$ cat config.mk
export PLATFORM = sky130hd
export DESIGN_NAME = sensor_sample_qualifier
export DESIGN_NICKNAME = d
export VERILOG_FILES = /design/src/rtl/ssq_pkg.sv /design/src/rtl/ssq_cfg.sv /design/src/rtl/ssq_core.sv /design/src/rtl/sensor_sample_qualifier.sv
export SDC_FILE = /design/constraint.sdc
export NUM_CORES = 1
export LEC_CHECK = 0
export BUFFER_PORTS_ARGS = -buffer_cell sky130_fd_sc_hd__buf_2
export CORE_ASPECT_RATIO = 1.75
export CORE_MARGIN = 2
export CORE_UTILIZATION = 55
export CTS_CLUSTER_SIZE = 14
export DETAILED_ROUTE_END_ITERATION = 10
export HOLD_SLACK_MARGIN = 0.1
export PLACE_DENSITY = 0.78
export SYNTH_ARGS = -nofsm -noshare
export SYNTH_HDL_FRONTEND = slang
export SYNTH_SLANG_ARGS = --single-unit
$ cat constraint.sdc
create_clock -name clk -period 8.4 [get_ports clk]
set_input_delay 1.68 -clock clk [delete_from_list [all_inputs] [get_ports clk]]
set_output_delay 1.68 -clock clk [all_outputs]
set_load 0.01 [all_outputs]
$ cat src/rtl/ssq_pkg.sv
// Shared types, constants and helper functions for the sensor sample qualifier.
// Used by every module of the block; it has no dependencies of its own.

package ssq_pkg;

  // Sequence phases, in the encoding that the phase output shows
  typedef enum logic [1:0] {
    PH_IDLE   = 2'd0,
    PH_READY  = 2'd1,
    PH_ACTIVE = 2'd2,
    PH_FINISH = 2'd3
  } phase_t;

  // Configuration register index (word address)
  typedef enum logic [1:0] {
    REG_TEMP_OFFSET = 2'd0,
    REG_HUMI_OFFSET = 2'd1,
    REG_COMP_ENABLE = 2'd2
  } reg_idx_t;

  localparam int ADDR_W = 4;
  localparam int DATA_W = 32;

  // Default parameter values
  localparam int DEF_REFRESH_TICKS = 10;
  localparam int DEF_RETRY_LIMIT   = 3;

  // Valid windows, tenths of a unit
  localparam logic signed [15:0] TEMP_LOW  = -16'sd200;
  localparam logic signed [15:0] TEMP_HIGH = 16'sd1500;
  localparam logic signed [15:0] HUMI_HIGH = 16'sd1000;
  localparam logic [4:0]         SELF_HEAT = 5'd20;
  localparam logic [3:0]         RETRY_MAX = 4'hf;

  typedef struct packed {
    logic signed [15:0] temp_offset;
    logic signed [15:0] humi_offset;
    logic               comp_enable;
  } cfg_t;

  typedef struct packed {
    logic               action;
    logic               acq_error;
    logic signed [15:0] raw_temp;
    logic signed [15:0] raw_humi;
    logic [2:0]         backlight_level;
  } item_t;

  typedef struct packed {
    logic signed [15:0] temp_value;
    logic signed [15:0] humi_value;
    logic               temp_fault;
    logic               humi_fault;
    phase_t             phase;
    logic               sensor_power;
    logic               reading_used;
    logic               cycle_done;
  } result_t;

  // Self-heating correction: fixed part plus backlight-dependent part
  function automatic logic [4:0] comp_amount(input logic [2:0] level);
    logic [4:0] extra;
    case (level)
      3'd1:    extra = 5'd0;
      3'd2:    extra = 5'd2;
      3'd3:    extra = 5'd5;
      3'd4:    extra = 5'd8;
      default: extra = 5'd10;
    endcase
    return SELF_HEAT + extra;
  endfunction

endpackage

$ cat src/rtl/ssq_cfg.sv
// APB-style configuration registers: offsets and compensation enable.
// Depends on ssq_pkg for the register index codes and cfg_t.

module ssq_cfg
  import ssq_pkg::*;
(
  input  logic              clk,
  input  logic              rst,
  input  logic              psel,
  input  logic              penable,
  input  logic              pwrite,
  input  logic [ADDR_W-1:0] paddr,
  input  logic [DATA_W-1:0] pwdata,
  output logic [DATA_W-1:0] prdata,
  output logic              pready,
  output cfg_t              cfg
);

  reg_idx_t idx;
  logic     wr_en;

  assign idx    = reg_idx_t'(paddr[3:2]);
  assign wr_en  = psel && penable && pwrite;
  assign pready = 1'b1;

  // Register writes
  always_ff @(posedge clk) begin
    if (rst) begin
      cfg.temp_offset <= '0;
      cfg.humi_offset <= '0;
      cfg.comp_enable <= 1'b1;
    end else if (wr_en) begin
      unique case (idx)
        REG_TEMP_OFFSET: cfg.temp_offset <= pwdata[15:0];
        REG_HUMI_OFFSET: cfg.humi_offset <= pwdata[15:0];
        REG_COMP_ENABLE: cfg.comp_enable <= pwdata[0];
        default: ;
      endcase
    end
  end

  // Read-back mux, offsets sign-extended
  always_comb begin
    unique case (idx)
      REG_TEMP_OFFSET: prdata = DATA_W'(cfg.temp_offset);
      REG_HUMI_OFFSET: prdata = DATA_W'(cfg.humi_offset);
      REG_COMP_ENABLE: prdata = {{(DATA_W-1){1'b0}}, cfg.comp_enable};
      default:         prdata = '0;
    endcase
  end

endmodule

$ cat src/rtl/ssq_core.sv
// Sequence state, refresh countdown, retry counter and the one-step
// qualification datapath. Depends on ssq_pkg.

module ssq_core
  import ssq_pkg::*;
#(
  parameter int REFRESH_TICKS = DEF_REFRESH_TICKS,
  parameter int RETRY_LIMIT   = DEF_RETRY_LIMIT
) (
  input  logic    clk,
  input  logic    rst,
  input  logic    step,
  input  item_t   item,
  input  cfg_t    cfg,
  output result_t res
);

  phase_t             seq_phase, seq_phase_next, phase_run;
  logic [15:0]        refresh_count, refresh_count_next;
  logic [3:0]         retry_count, retry_count_next, retry_bump;
  logic signed [15:0] held_temp, held_temp_next;
  logic signed [15:0] held_humi, held_humi_next;
  logic               temp_fault_flag, temp_fault_flag_next;
  logic               humi_fault_flag, humi_fault_flag_next;

  logic               reload;
  logic signed [15:0] temp_comp, temp_adj, humi_adj;
  logic               temp_ok, humi_pos, humi_ok, at_limit;
  logic               used, done;

  // Refresh countdown: restart the sequence when it runs out
  assign reload = (refresh_count <= 16'd1);

  always_comb begin
    if (item.action)     refresh_count_next = refresh_count;
    else if (reload)     refresh_count_next = 16'(REFRESH_TICKS);
    else                 refresh_count_next = refresh_count - 16'd1;
  end

  assign phase_run = reload ? PH_READY : seq_phase;

  // Next phase
  always_comb begin
    if (item.action) begin
      seq_phase_next = PH_READY;
    end else begin
      unique case (phase_run)
        PH_READY:  seq_phase_next = PH_ACTIVE;
        PH_ACTIVE: seq_phase_next = PH_FINISH;
        PH_FINISH: seq_phase_next = PH_IDLE;
        default:   seq_phase_next = PH_IDLE;
      endcase
    end
  end

  // Reading path: compensation, offsets, window checks (16-bit wrap)
  assign temp_comp = cfg.comp_enable
                   ? item.raw_temp - $signed({11'b0, comp_amount(item.backlight_level)})
                   : item.raw_temp;
  assign temp_adj  = temp_comp + cfg.temp_offset;
  assign humi_adj  = item.raw_humi + cfg.humi_offset;
  assign temp_ok   = (temp_adj >= TEMP_LOW) && (temp_adj < TEMP_HIGH);
  assign humi_pos  = (humi_adj > 16'sd0);
  assign humi_ok   = humi_pos && (humi_adj < HUMI_HIGH);

  assign retry_bump = (temp_ok && humi_pos) ? 4'd0
                    : (retry_count < RETRY_MAX) ? retry_count + 4'd1 : retry_count;
  assign at_limit   = (retry_bump >= 4'(RETRY_LIMIT));

  // Phase outputs and held values
  always_comb begin
    retry_count_next     = retry_count;
    held_temp_next       = held_temp;
    held_humi_next       = held_humi;
    temp_fault_flag_next = temp_fault_flag;
    humi_fault_flag_next = humi_fault_flag;
    used                 = 1'b0;
    done                 = 1'b0;
    if (!item.action) begin
      unique case (phase_run)
        PH_READY: retry_count_next = '0;
        PH_ACTIVE: begin
          used = 1'b1;
          if (item.acq_error) begin
            held_temp_next       = '0;
            held_humi_next       = '0;
            temp_fault_flag_next = 1'b1;
            humi_fault_flag_next = 1'b1;
          end else begin
            retry_count_next = retry_bump;
            if (temp_ok) begin
              held_temp_next       = temp_adj;
              temp_fault_flag_next = 1'b0;
            end else if (at_limit) begin
              held_temp_next       = '0;
              temp_fault_flag_next = 1'b1;
            end
            if (humi_ok) begin
              held_humi_next       = humi_adj;
              humi_fault_flag_next = 1'b0;
            end else if (at_limit) begin
              held_humi_next       = '0;
              humi_fault_flag_next = 1'b1;
            end
          end
        end
        PH_FINISH: done = 1'b1;
        default: ;
      endcase
    end
  end

  // State update, one item per step
  always_ff @(posedge clk) begin
    if (rst) begin
      seq_phase       <= PH_READY;
      refresh_count   <= 16'd1;
      retry_count     <= '0;
      held_temp       <= '0;
      held_humi       <= '0;
      temp_fault_flag <= 1'b0;
      humi_fault_flag <= 1'b0;
    end else if (step) begin
      seq_phase       <= seq_phase_next;
      refresh_count   <= refresh_count_next;
      retry_count     <= retry_count_next;
      held_temp       <= held_temp_next;
      held_humi       <= held_humi_next;
      temp_fault_flag <= temp_fault_flag_next;
      humi_fault_flag <= humi_fault_flag_next;
    end
  end

  // Result after this step
  assign res.temp_value   = held_temp_next;
  assign res.humi_value   = held_humi_next;
  assign res.temp_fault   = temp_fault_flag_next;
  assign res.humi_fault   = humi_fault_flag_next;
  assign res.phase        = seq_phase_next;
  assign res.sensor_power = (seq_phase_next != PH_IDLE);
  assign res.reading_used = used;
  assign res.cycle_done   = done;

endmodule

$ cat src/rtl/sensor_sample_qualifier.sv
// Top level of the sensor sample qualifier: input register, step core,
// result register and configuration port. Depends on ssq_pkg, ssq_cfg, ssq_core.
//
// Usage:
//   Input channel (in_valid/in_stall) carries one tick or trigger per transfer
//   with the reading fields. Output channel (out_valid/out_stall) returns one
//   result per input transfer, in order: held values, fault flags, phase and
//   per-step status bits.
//   Path: the input transfer loads the input register; when the result register
//   is free, the step result moves into it and out_valid rises, so a receiver
//   stall can hold an item in the input register between the two.
//   Throughput is one item per cycle while the receiver does not stall; the
//   single-pass step between the input and result registers sets it.
//   While the receiver stalls, the result register holds and the input
//   register still takes one more item; in_stall rises only when both are full.
//   Reset (rst, synchronous) empties both registers, sets the phase to ready,
//   the refresh countdown to 1 and clears retry count, held values and flags.
//   The user writes configuration over the APB-style port only while the
//   block is idle (not enforced); after reset compensation is on, offsets zero.

module sensor_sample_qualifier
  import ssq_pkg::*;
#(
  parameter int REFRESH_TICKS = DEF_REFRESH_TICKS,
  parameter int RETRY_LIMIT   = DEF_RETRY_LIMIT
) (
  input  logic               clk,
  input  logic               rst,
  // configuration port
  input  logic               psel,
  input  logic               penable,
  input  logic               pwrite,
  input  logic [ADDR_W-1:0]  paddr,
  input  logic [DATA_W-1:0]  pwdata,
  output logic [DATA_W-1:0]  prdata,
  output logic               pready,
  // input channel
  input  logic               in_valid,
  output logic               in_stall,
  input  logic               action,
  input  logic               acq_error,
  input  logic signed [15:0] raw_temp,
  input  logic signed [15:0] raw_humi,
  input  logic [2:0]         backlight_level,
  // output channel
  output logic               out_valid,
  input  logic               out_stall,
  output logic signed [15:0] temp_value,
  output logic signed [15:0] humi_value,
  output logic               temp_fault,
  output logic               humi_fault,
  output logic [1:0]         phase,
  output logic               sensor_power,
  output logic               reading_used,
  output logic               cycle_done
);

  cfg_t    cfg;
  item_t   s1_item;
  logic    s1_valid;
  logic    advance;
  result_t step_res, out_res;

  ssq_cfg u_cfg (
    .clk     (clk),
    .rst     (rst),
    .psel    (psel),
    .penable (penable),
    .pwrite  (pwrite),
    .paddr   (paddr),
    .pwdata  (pwdata),
    .prdata  (prdata),
    .pready  (pready),
    .cfg     (cfg)
  );

  // Stage handshake: item moves on when the result register is free
  assign advance  = s1_valid && (!out_valid || !out_stall);
  assign in_stall = s1_valid && !advance;

  // Input register
  always_ff @(posedge clk) begin
    if (rst) begin
      s1_valid <= 1'b0;
    end else if (!in_stall) begin
      s1_valid <= in_valid;
    end
  end

  always_ff @(posedge clk) begin
    if (in_valid && !in_stall) begin
      s1_item.action          <= action;
      s1_item.acq_error       <= acq_error;
      s1_item.raw_temp        <= raw_temp;
      s1_item.raw_humi        <= raw_humi;
      s1_item.backlight_level <= backlight_level;
    end
  end

  ssq_core #(
    .REFRESH_TICKS (REFRESH_TICKS),
    .RETRY_LIMIT   (RETRY_LIMIT)
  ) u_core (
    .clk  (clk),
    .rst  (rst),
    .step (advance),
    .item (s1_item),
    .cfg  (cfg),
    .res  (step_res)
  );

  // Result register
  always_ff @(posedge clk) begin
    if (rst) begin
      out_valid <= 1'b0;
    end else if (advance) begin
      out_valid <= 1'b1;
    end else if (!out_stall) begin
      out_valid <= 1'b0;
    end
  end

  always_ff @(posedge clk) begin
    if (advance) begin
      out_res <= step_res;
    end
  end

  assign temp_value   = out_res.temp_value;
  assign humi_value   = out_res.humi_value;
  assign temp_fault   = out_res.temp_fault;
  assign humi_fault   = out_res.humi_fault;
  assign phase        = out_res.phase;
  assign sensor_power = out_res.sensor_power;
  assign reading_used = out_res.reading_used;
  assign cycle_done   = out_res.cycle_done;

endmodule

-- After elaboration in Yosys (flattened, before gate mapping)
Cells that the tools add are included.
- logic and storage cells: 106
- bits in registers: 167
- multiplexer cells: 35
- magnitude comparators: 7
- equal/unequal tests: 11
- $add $sub $neg: 6
- reductions and logical operators: 21
- bitwise operators: 1
- operator list (kind ; count):
    $mux 16 ; 12
    $pmux 32 s3 ; 1
    $add 16x16->16 ; 2
    $ge 16x9->1 const B ; 1
    $gt 16x1->1 const B ; 1
    $le 16x1->1 const B ; 1
    $lt 16x11->1 const B ; 1
    $lt 16x12->1 const B ; 1
    $pmux 4 s4 ; 1
    $sub 16x1->16 const B ; 1
    $sub 16x6->16 ; 1
    $mux 1 ; 14
    $mux 4 ; 3
    $logic_and 1x1->1 ; 8
    $pmux 4 s2 ; 1
    $reduce_and 2->1 ; 4
    $eq 2x2->1 const B ; 3
    $eq 3x2->1 const B ; 2
    $add 5x4->5 const A ; 1
    $add 4x1->4 const B ; 1
    $eq 2x1->1 const B ; 2
    $ge 4x2->1 const B ; 1
    $logic_not 1->1 ; 4
    $lt 4x4->1 const B ; 1
    other kinds (11) ; 13

-- Longest topological paths before layout
Gate-level depths: netlist of run 1.
- depth in word-level cells: 16
- gate-level depth with buffers: 25
- depth with buffers taken out: 22

-- Cells and area by module
A second synthesis of run 1 with hierarchy kept.
- cells, all modules: 924
- area total of the unflattened synthesis: 9354.0 um2
- by module, submodules not included (module ; times used ; area an instance (um2) ; cells each):
    ssq_core ; 1 ; 5208.7 ; 653
    sensor_sample_qualifier ; 1 ; 2368.5 ; 86
    ssq_cfg ; 1 ; 1776.7 ; 185

-- Worst setup path before layout of run 1
No wires, ideal clock.
- path kind: register to register
- start point: register s1_item[0] (netlist name)
- end point: register out_res, in the netlist humi_fault (data pin)
- arrival time: 4.561 ns
- data required time: 8.131 ns
- cell stages (with the launch flop): 25
- slack: 3.570 ns
- path through: edfxtp_1 > nand2_1 > nor2_1 > ha_1 > inv_1 > fa_1 > nand2_1 > nand2b_1 > a21oi_1 > nor2b_1 > nor4_1 > xor2_1 > ha_1 > buf_2 > a21oi_1 > inv_1 > a31oi_1 > o211ai_1 > xnor2_1 > or3_1 > or4_1 > buf_4 > a21o_1 > a21oi_1 > o31ai_1
- RTL lines (what ; RTL line ; RTL):
    start, declared ; sensor_sample_qualifier.sv:59 ; item_t s1_item;
    end signal, assigned ; sensor_sample_qualifier.sv:125 ; out_res <= step_res;
    end, declared ; sensor_sample_qualifier.sv:62 ; result_t step_res, out_res;

-- Worst setup path in the final report of run 1
- start point: register s1_item[0] (netlist name)
- end point: register u_core.held_temp[2]
- cells in the longest elaborated chain, start to end: 16
- elaborated cells on any way between the ends: 20
- those cells by class: add/sub: 3; order compare: 3; eq/ne: 4; mux: 8; reduce/logical: 2
- ends and longest elaborated chain (what ; RTL line ; RTL):
    $eq 3x3->1, or another cell as far along ; ssq_pkg.sv:63 ; case (level)
    $pmux 4 s4 (*) ; ssq_pkg.sv:63 ;
    $add 5x4->5 (*) ; ssq_pkg.sv:70 ; return SELF_HEAT + extra;
    $sub 16x6->16 (*) ; ssq_core.sv:58 ; ? item.raw_temp - $signed({11'b0, comp_amount(item.backlight_level)})
    $mux 16 (*) ; ssq_core.sv:58 ;
    $add 16x16->16 (*) ; ssq_core.sv:60 ; assign temp_adj = temp_comp + cfg.temp_offset;
    $ge 16x9->1 / $lt 16x12->1 (equally long branches) ; ssq_core.sv:62 ; assign temp_ok = (temp_adj >= TEMP_LOW) && (temp_adj < TEMP_HIGH);
    $logic_and 1x1->1 ; ssq_core.sv:62 ;
    $logic_and 1x1->1 ; ssq_core.sv:66 ; assign retry_bump = (temp_ok && humi_pos) ? 4'd0
    $mux 4 ; ssq_core.sv:66 ;
    $ge 4x2->1 ; ssq_core.sv:68 ; assign at_limit = (retry_bump >= 4'(RETRY_LIMIT));
    $mux 16 ; ssq_core.sv:94 ; end else if (at_limit) begin
    $mux 16 (*) ; ssq_core.sv:91 ; if (temp_ok) begin
    $mux 16 (*) ; ssq_core.sv:84 ; if (item.acq_error) begin
    $mux 16 (*) ; ssq_core.sv:80 ; unique case (phase_run)
    $mux 16 (*) ; ssq_core.sv:79 ; if (!item.action) begin
    end signal, assigned ; ssq_core.sv:127 ; held_temp <= held_temp_next;
    end, declared ; ssq_core.sv:21 ; logic signed [15:0] held_temp, held_temp_next;
Every way passes the cells marked *; elsewhere a longest branch is shown, timed or not.
A chain may end at the register's enable or synchronous reset.

==> out/qor.yml, run 1 <==
global_routing:
  grt_pass1_wl_um: 33700
  antenna_found_initial: 0
  grtUsageMet3_pct: 3.87
  overflow: 0
  grt_pass1_vias: 7093
  grt_usage_pct: 24.2
  grtUsageMet2_pct: 41.5
  grt_util_met1_pct: 27.5
  busiest_layer: "met2"
  grt_max_degree: 61
clock_tree:
  cts_inserted_buffers: 17
  cts_resized: 0
  cts_tree: "built"
  clockRootBuffer: "clkbuf_16"
  clk_latency_ps: 430
  ctsHoldBuffers: 0
  cts_buffer_depth: 2
  postCtsSetupBuffers: 0
  clk_pin_slew_ps: 70
  cts_sinks: 167
  htreeDepth: 4
yosys:
  synthArstFlopShare_pct: 0
  ys_seq_elements: 167
  synth_warnings: 0
  syn-num-nets: 1075
  yosysTopAreaCell: "edfxtp_1"
  synth.distinct_cells: 76
  yosysSeqAreaShare_pct: 45.4
  synth.cell_area_um2: 9030
  synth_area_leaders: "edfxtp_1 25%, dfxtp_1 20%, ha_1 5.7%"
  synth_top_area_share_pct: 25.3
  syn_avg_cell_area_um2: 9.50
  synth-edff-count: 76
  post-synth-top-count-cell: "nand2_1"
  syn_inst: 951
  yosys-top-cells-count: "122 x nand2_1, 91 x dfxtp_1, 86 x nor2_1"
  synth_flop_cell: "dfxtp_1"
floorplan:
  die-area_um2: 17500
  io_pins: 154
  rows: 62
  fp.coreArea_um2: 16200
  start_util_pct: 55.7
  die_h_um: 174
  die_w_um: 101
flow_run:
  max_cap_violations: 0
placement:
  io_buffers: 134
  dpl_cell_area_um2: 9690
  place_congestion: 0.941
  hpwl_um: 15000
layout:
  final_core_util_pct: 63.3
  design_area_um2: 10300
  nNetsFinal: 1179
  final_layout_size_suffix_gt1_share_pct: 18.8
  diodes: 0
  area_growth_pct: 13.5
critical_path:
  end_kind: "flip-flop"
  worst_ep_required_time_ps: 8750
  critPathArrivalTime_ps: 6050
  crit_slowest_cell: "or4_1"
  cpPeakStageDelay_ps: 640
  r2r_setup_slack_ps: 2700
  crit_chain: "nand2_1 -> nor2_1 -> ha_1 -> inv_1 -> fa_1 -> nand2_1 -> nand2b_1 -> a21oi_1 -> nor2b_1 -> nor4_1 -> xor2_1 -> ha_1 -> a21oi_1 -> inv_1 -> a31oi_1 -> o211ai_1 -> xnor2_1 -> or3_1 -> or4_1 -> a21oi_2 -> nand3_1 -> a21oi_1"
  cp_common_cell: "a21oi_1"
  critPathKind: "reg -> reg"
  critPathLaunchType: "flip-flop"
  cp_max_fo: 14
detailed_routing:
  drt_drc_violations_left: 0
  wl_per_cell_um: 16.4
  via_per_inst: 5.89
  drt_iter0_drc: 286
  firstDrtPassIters: 5
  ant_nets: 0
  drt_wl_total_um: 20700
  num_vias: 7418
sta:
  finClkSkew_ps: 11.7
  fin_crit_ps: 5700
  slew_violations: 0
  finalSetupTns_ps: 0
  slew_headroom_pct: 20.9
  final_hold_viol_count: 0
  finalSetupViolations: 0
  finalCritPeriodShare_pct: 67.9
  tightest_slew_ps: 1180
  fmax_mhz: 175
  rsz0062_at_grt: "no"
pwr:
  p_leak_nw: 4.13
  seqPwrFrac_pct: 48.2
  ir_drop_mv: 0.128
  combPwrFrac_pct: 10.7
  p_int_mw: 1.35
  cellPowerDensity_nw_per_um2: 180
  power_switching_uw: 495
  p_sw_share_pct: 26.9
  p_clk_share_pct: 41.0
hold_path:
  hp-class: "reg -> reg"
status:
  status: "complete, no violations"
==> stage by stage <==
stage	std cells	total power [mW]	setup slack, ps	hold slack, ps
after floorplan	951	1.04	3570	432
after CTS	1260	1.85	2690	465
after detailed placement	1228	1.10	2740	454
final	1260	1.84	2700	461
after global routing	1260	1.91	2110	479
after global placement	1228	1.10	2910	443
==> layout by cell type (no fill, tap or decap), types with 17 or more instances in the layout <==
master and instances:
buf_2 134, nand2_1 122, dfxtp_1 91, nor2_1 86
a21oi_1 78, edfxtp_1 76, ha_1 41, inv_1 32
xnor2_1 29, o21ai_0 28, xor2_1 27, a22o_1 21
nand3_1 20, mux2i_1 17, clkbuf_16 17
==> per-layer routing <==
metal	wire length (um)	vias up
li1	-	3638
met1	8180	3495
met2	10400	228
met3	809	57
met4	1270	0
met5	0	-
==> state kept, by name, indices dropped and copies added (netlist names), 2 cells and up <==
register and flops:
s1_item 37, u_cfg.cfg 33, humi_value 16, temp_value 16
u_core.held_humi 16, u_core.held_temp 16, u_core.refresh_count 16, u_core.retry_count 4
phase 2, u_core.seq_phase 2
==> cell families (layout without fill, tap and decap cells) <==
kind of cell	count (synthesis)	in the layout	share of synthesized area, %
multiplexers	21	21	2.38
adder cells (fa/ha/maj)	44	44	6.34
AND/OR/NAND/NOR	335	335	17.7
buffers and inverters	87	204	4.67
AO/OA/AOI/OAI	239	239	18.0
other	2	2	0.0831
flip-flops	167	167	45.4
XOR/XNOR	56	56	5.43
==> final timing paths <==
path	from	cells after the start	to
worst min register to register	u_core.seq_phase[1]	2	u_core.seq_phase[1]
worst min-delay path	u_core.seq_phase[1]	2	u_core.seq_phase[1]
worst max register to register	s1_item[0]	22	u_core.held_temp[2]
worst max-delay path	s1_item[0]	22	u_core.held_temp[2]
==> final cells by class <==
cell class              count  area, um2
well taps                 192        240
flip-flops and latches    167       4100
multi-input cells         697       4520
inverters                  33        124
clock inverters            14        126
repair buffers            139        708
clock buffers              18        439
fillers                  1377       5960
==> critical path, delay by kind of cell (launching register included) <==
family / cells / cell delay [ps]
AND/OR/NAND/NOR: 9 / 1970
AO/OA/AOI/OAI: 6 / 1720
adder cells (fa/ha/maj): 3 / 970
flip-flops: 1 / 400
XOR/XNOR: 2 / 400
buffers and inverters: 2 / 140
==> power groups by stage <==
stage | combinational (mW) | sequential (mW) | clock [mW]
after floorplan | 0.135 | 0.906 | 0
after global placement | 0.190 | 0.906 | 0
after detailed placement | 0.194 | 0.907 | 0
after CTS | 0.196 | 0.888 | 0.769
after global routing | 0.218 | 0.890 | 0.805
final | 0.197 | 0.888 | 0.756
Note: power is estimated with default switching activity, not from simulation.
==> run 2: changes to the inputs <==
ABC_AREA = 1   (was default)
CORE_UTILIZATION = 52   (was 55)
PLACE_DENSITY = 0.77   (was 0.78)
clock period = 5.16 ns   (was 8.4 ns; I/O delays follow)
==> run 2 against run 1 <==
Against the previous run:
- final area rose by 13%
- final cell count rose by 41%
- critical path depth rose by 8
==> out/qor.yml, run 2 <==
layout:
  largest_reg_flops: 37
  mostFrequentLayoutCell: "nand2_1"
  largest-register: "s1_item"
  final_core_util_pct: 62.2
  final_cell_mix: "380 x nand2_1, 215 x nor2_1, 168 x inv_1, 134 x buf_2, 127 x nand3_1"
  diodes: 0
  stdcell_count: 1771
  reg.largest.list: "s1_item x37, u_cfg.cfg x33"
  nNetsFinal: 1644
  final_layout_size_suffix_gt1_share_pct: 16.0
  area_growth_pct: 17.2
critical_path:
  r2r_setup_slack_ps: 260
  r2r-start: "s1_item[2]"
  critPathArrivalTime_ps: 5080
  r2r-end: "humi_value[0]"
  critPathKind: "reg -> reg"
  cp_common_cell: "nand2_1"
  worst_ep_required_time_ps: 5350
  cpPeakStageDelay_ps: 470
  rr_worst_depth: 30
  cp_max_fo: 6
  end_kind: "flip-flop"
  critPathLaunchType: "flip-flop"
  crit_slowest_cell: "edfxtp_1"
hold_path:
  hp-class: "reg -> reg"
  hold_path_end: "u_core.held_humi[15]"
  hold_start: "u_core.held_humi[15]"
  min_path_cells: 2
pwr:
  p_total_mw: 3.22
  p_leak_nw: 6.08
  ir_drop_mv: 0.228
  cellPowerDensity_nw_per_um2: 277
flow_run:
  max_cap_violations: 0
floorplan:
  die_w_um: 108
  start_util_pct: 53.0
  die_h_um: 187
  io_pins: 154
  fp.coreArea_um2: 18700
  rows: 66
  die-area_um2: 20200
yosys:
  synth.cell_area_um2: 9900
  synth_area_leaders: "edfxtp_1 23%, dfxtp_1 18%, nand2_1 15%"
  yosysSeqAreaShare_pct: 41.5
  post-synth-top-count-cell: "nand2_1"
  syn-num-nets: 1512
  synth-edff-count: 76
  syn_avg_cell_area_um2: 7.13
  ys_seq_elements: 167
  yosys-top-cells-count: "388 x nand2_1, 218 x nor2_1, 170 x inv_1"
  synth.distinct_cells: 45
  synthArstFlopShare_pct: 0
  synth_flop_cell: "dfxtp_1"
  syn_inst: 1388
  synth_top_area_share_pct: 23.1
  yosysTopAreaCell: "edfxtp_1"
  synth_warnings: 0
sta:
  final_hold_viol_count: 0
  tightest_slew_ps: 883
  worst_slack_ps: 264
  finalCritPeriodShare_pct: 94.9
  fin_crit_ps: 4900
  finClkSkew_ps: 10.4
  fmax_mhz: 204
  finalSetupViolations: 0
  slew_headroom_pct: 41.1
  slew_violations: 0
  holdWs_ps: 464
global_routing:
  overflow: 0
  grt_pass1_vias: 8677
  grt_usage_pct: 24.0
  antenna_found_initial: 0
  grt_pass1_wl_um: 38700
  grt_max_degree: 59
clock_tree:
  clockRootBuffer: "clkbuf_16"
  htreeDepth: 4
  ctsHoldBuffers: 0
  cts_buffer_depth: 2
  cts_inserted_buffers: 17
  clk_pin_slew_ps: 70
  clk_latency_ps: 440
  cts_tree: "built"
  cts_sinks: 167
detailed_routing:
  firstDrtPassIters: 5
  via_per_inst: 5.25
  drt_drc_violations_left: 0
  drt_iter0_drc: 488
  ant_nets: 0
  drt_wl_total_um: 24400
  num_vias: 9292
  wl_per_cell_um: 13.8
placement:
  placed_cells: 1723
  hpwl_um: 17200
  pre_cts_ws_ps: 118
  io_buffers: 134
  place_congestion: 0.926
status:
  status: "complete, no violations"
==> run 2: power breakdown <==
part	switching, mW	total, mW	internal (mW)
Sequential	0.0389	1.49	1.45
Combinational	0.296	0.476	0.180
Clock	0.574	1.25	0.676
Total	0.909	3.22	2.31
==> run 2: critical path, delay by kind of cell, from the launching register on <==
kind | cells | cell delay [ps]
mux | 1 | 360
buf+inv | 8 | 870
flops | 1 | 470
simple gates | 13 | 1180
compound gates | 5 | 940
xor+xnor | 1 | 130
fa+ha+maj | 2 | 690
==> run 2: layout make-up <==
| cell class | count | area, um2 |
|---|---|---|
| Inverter | 178 | 672 |
| Tap cell | 238 | 298 |
| Clock inverter | 14 | 143 |
| Timing Repair Buffer | 167 | 1010 |
| Sequential cell | 167 | 4100 |
| Fill cell | 1736 | 7060 |
| Multi-Input combinational cell | 989 | 4950 |
| Clock buffer | 18 | 429 |
==> run 2: metrics by stage <==
| step | cell area (um2) | TNS, ps |
|---|---|---|
| after floorplan | 9900 | 0 |
| after global placement | 10700 | 0 |
| after detailed placement | 10700 | 0 |
| after CTS | 11300 | 0 |
| after global routing | 11600 | -4400 |
| final | 11600 | 0 |
==> run 2: layer usage <==
metal,GRT usage (%),wire [um],up-vias
met3,4.12,1400,64
li1,-,-,4704
met1,26.5,9400,4172
met2,42.5,12400,352
met5,0,0,-
met4,13.8,1130,0
==> run 2: cells by family after synthesis <==
logic type / synth area share (%)
AOI/OAI and AO/OA: 7.51
muxes: 0.227
buffers and inverters: 9.80
xor gates and xnor gates: 2.57
adders and majority gates: 5.79
DFF: 41.5
other: 0.0759
and+or+nand+nor: 32.6
==> run 2: what timing repair did <==
item	4_1_cts	5_1_grt
resized for setup	0	37
buffers inserted	0	13
setup endpoints to repair	0	68
==> run 2: worst max path at each step <==
stage / start / to / slack [ps] / depth (start not counted)
2_1_floorplan: s1_item[2] / humi_fault / 640 / 31
3_3_place_gp: s1_item[2] / temp_value[8] / 190 / 29
3_5_place_dp: s1_item[2] / temp_value[8] / 120 / 29
4_1_cts: s1_item[2] / temp_value[8] / 70 / 29
5_1_grt: s1_item[0] / humi_fault / -170 / 33
6_report: s1_item[2] / humi_value[0] / 260 / 30
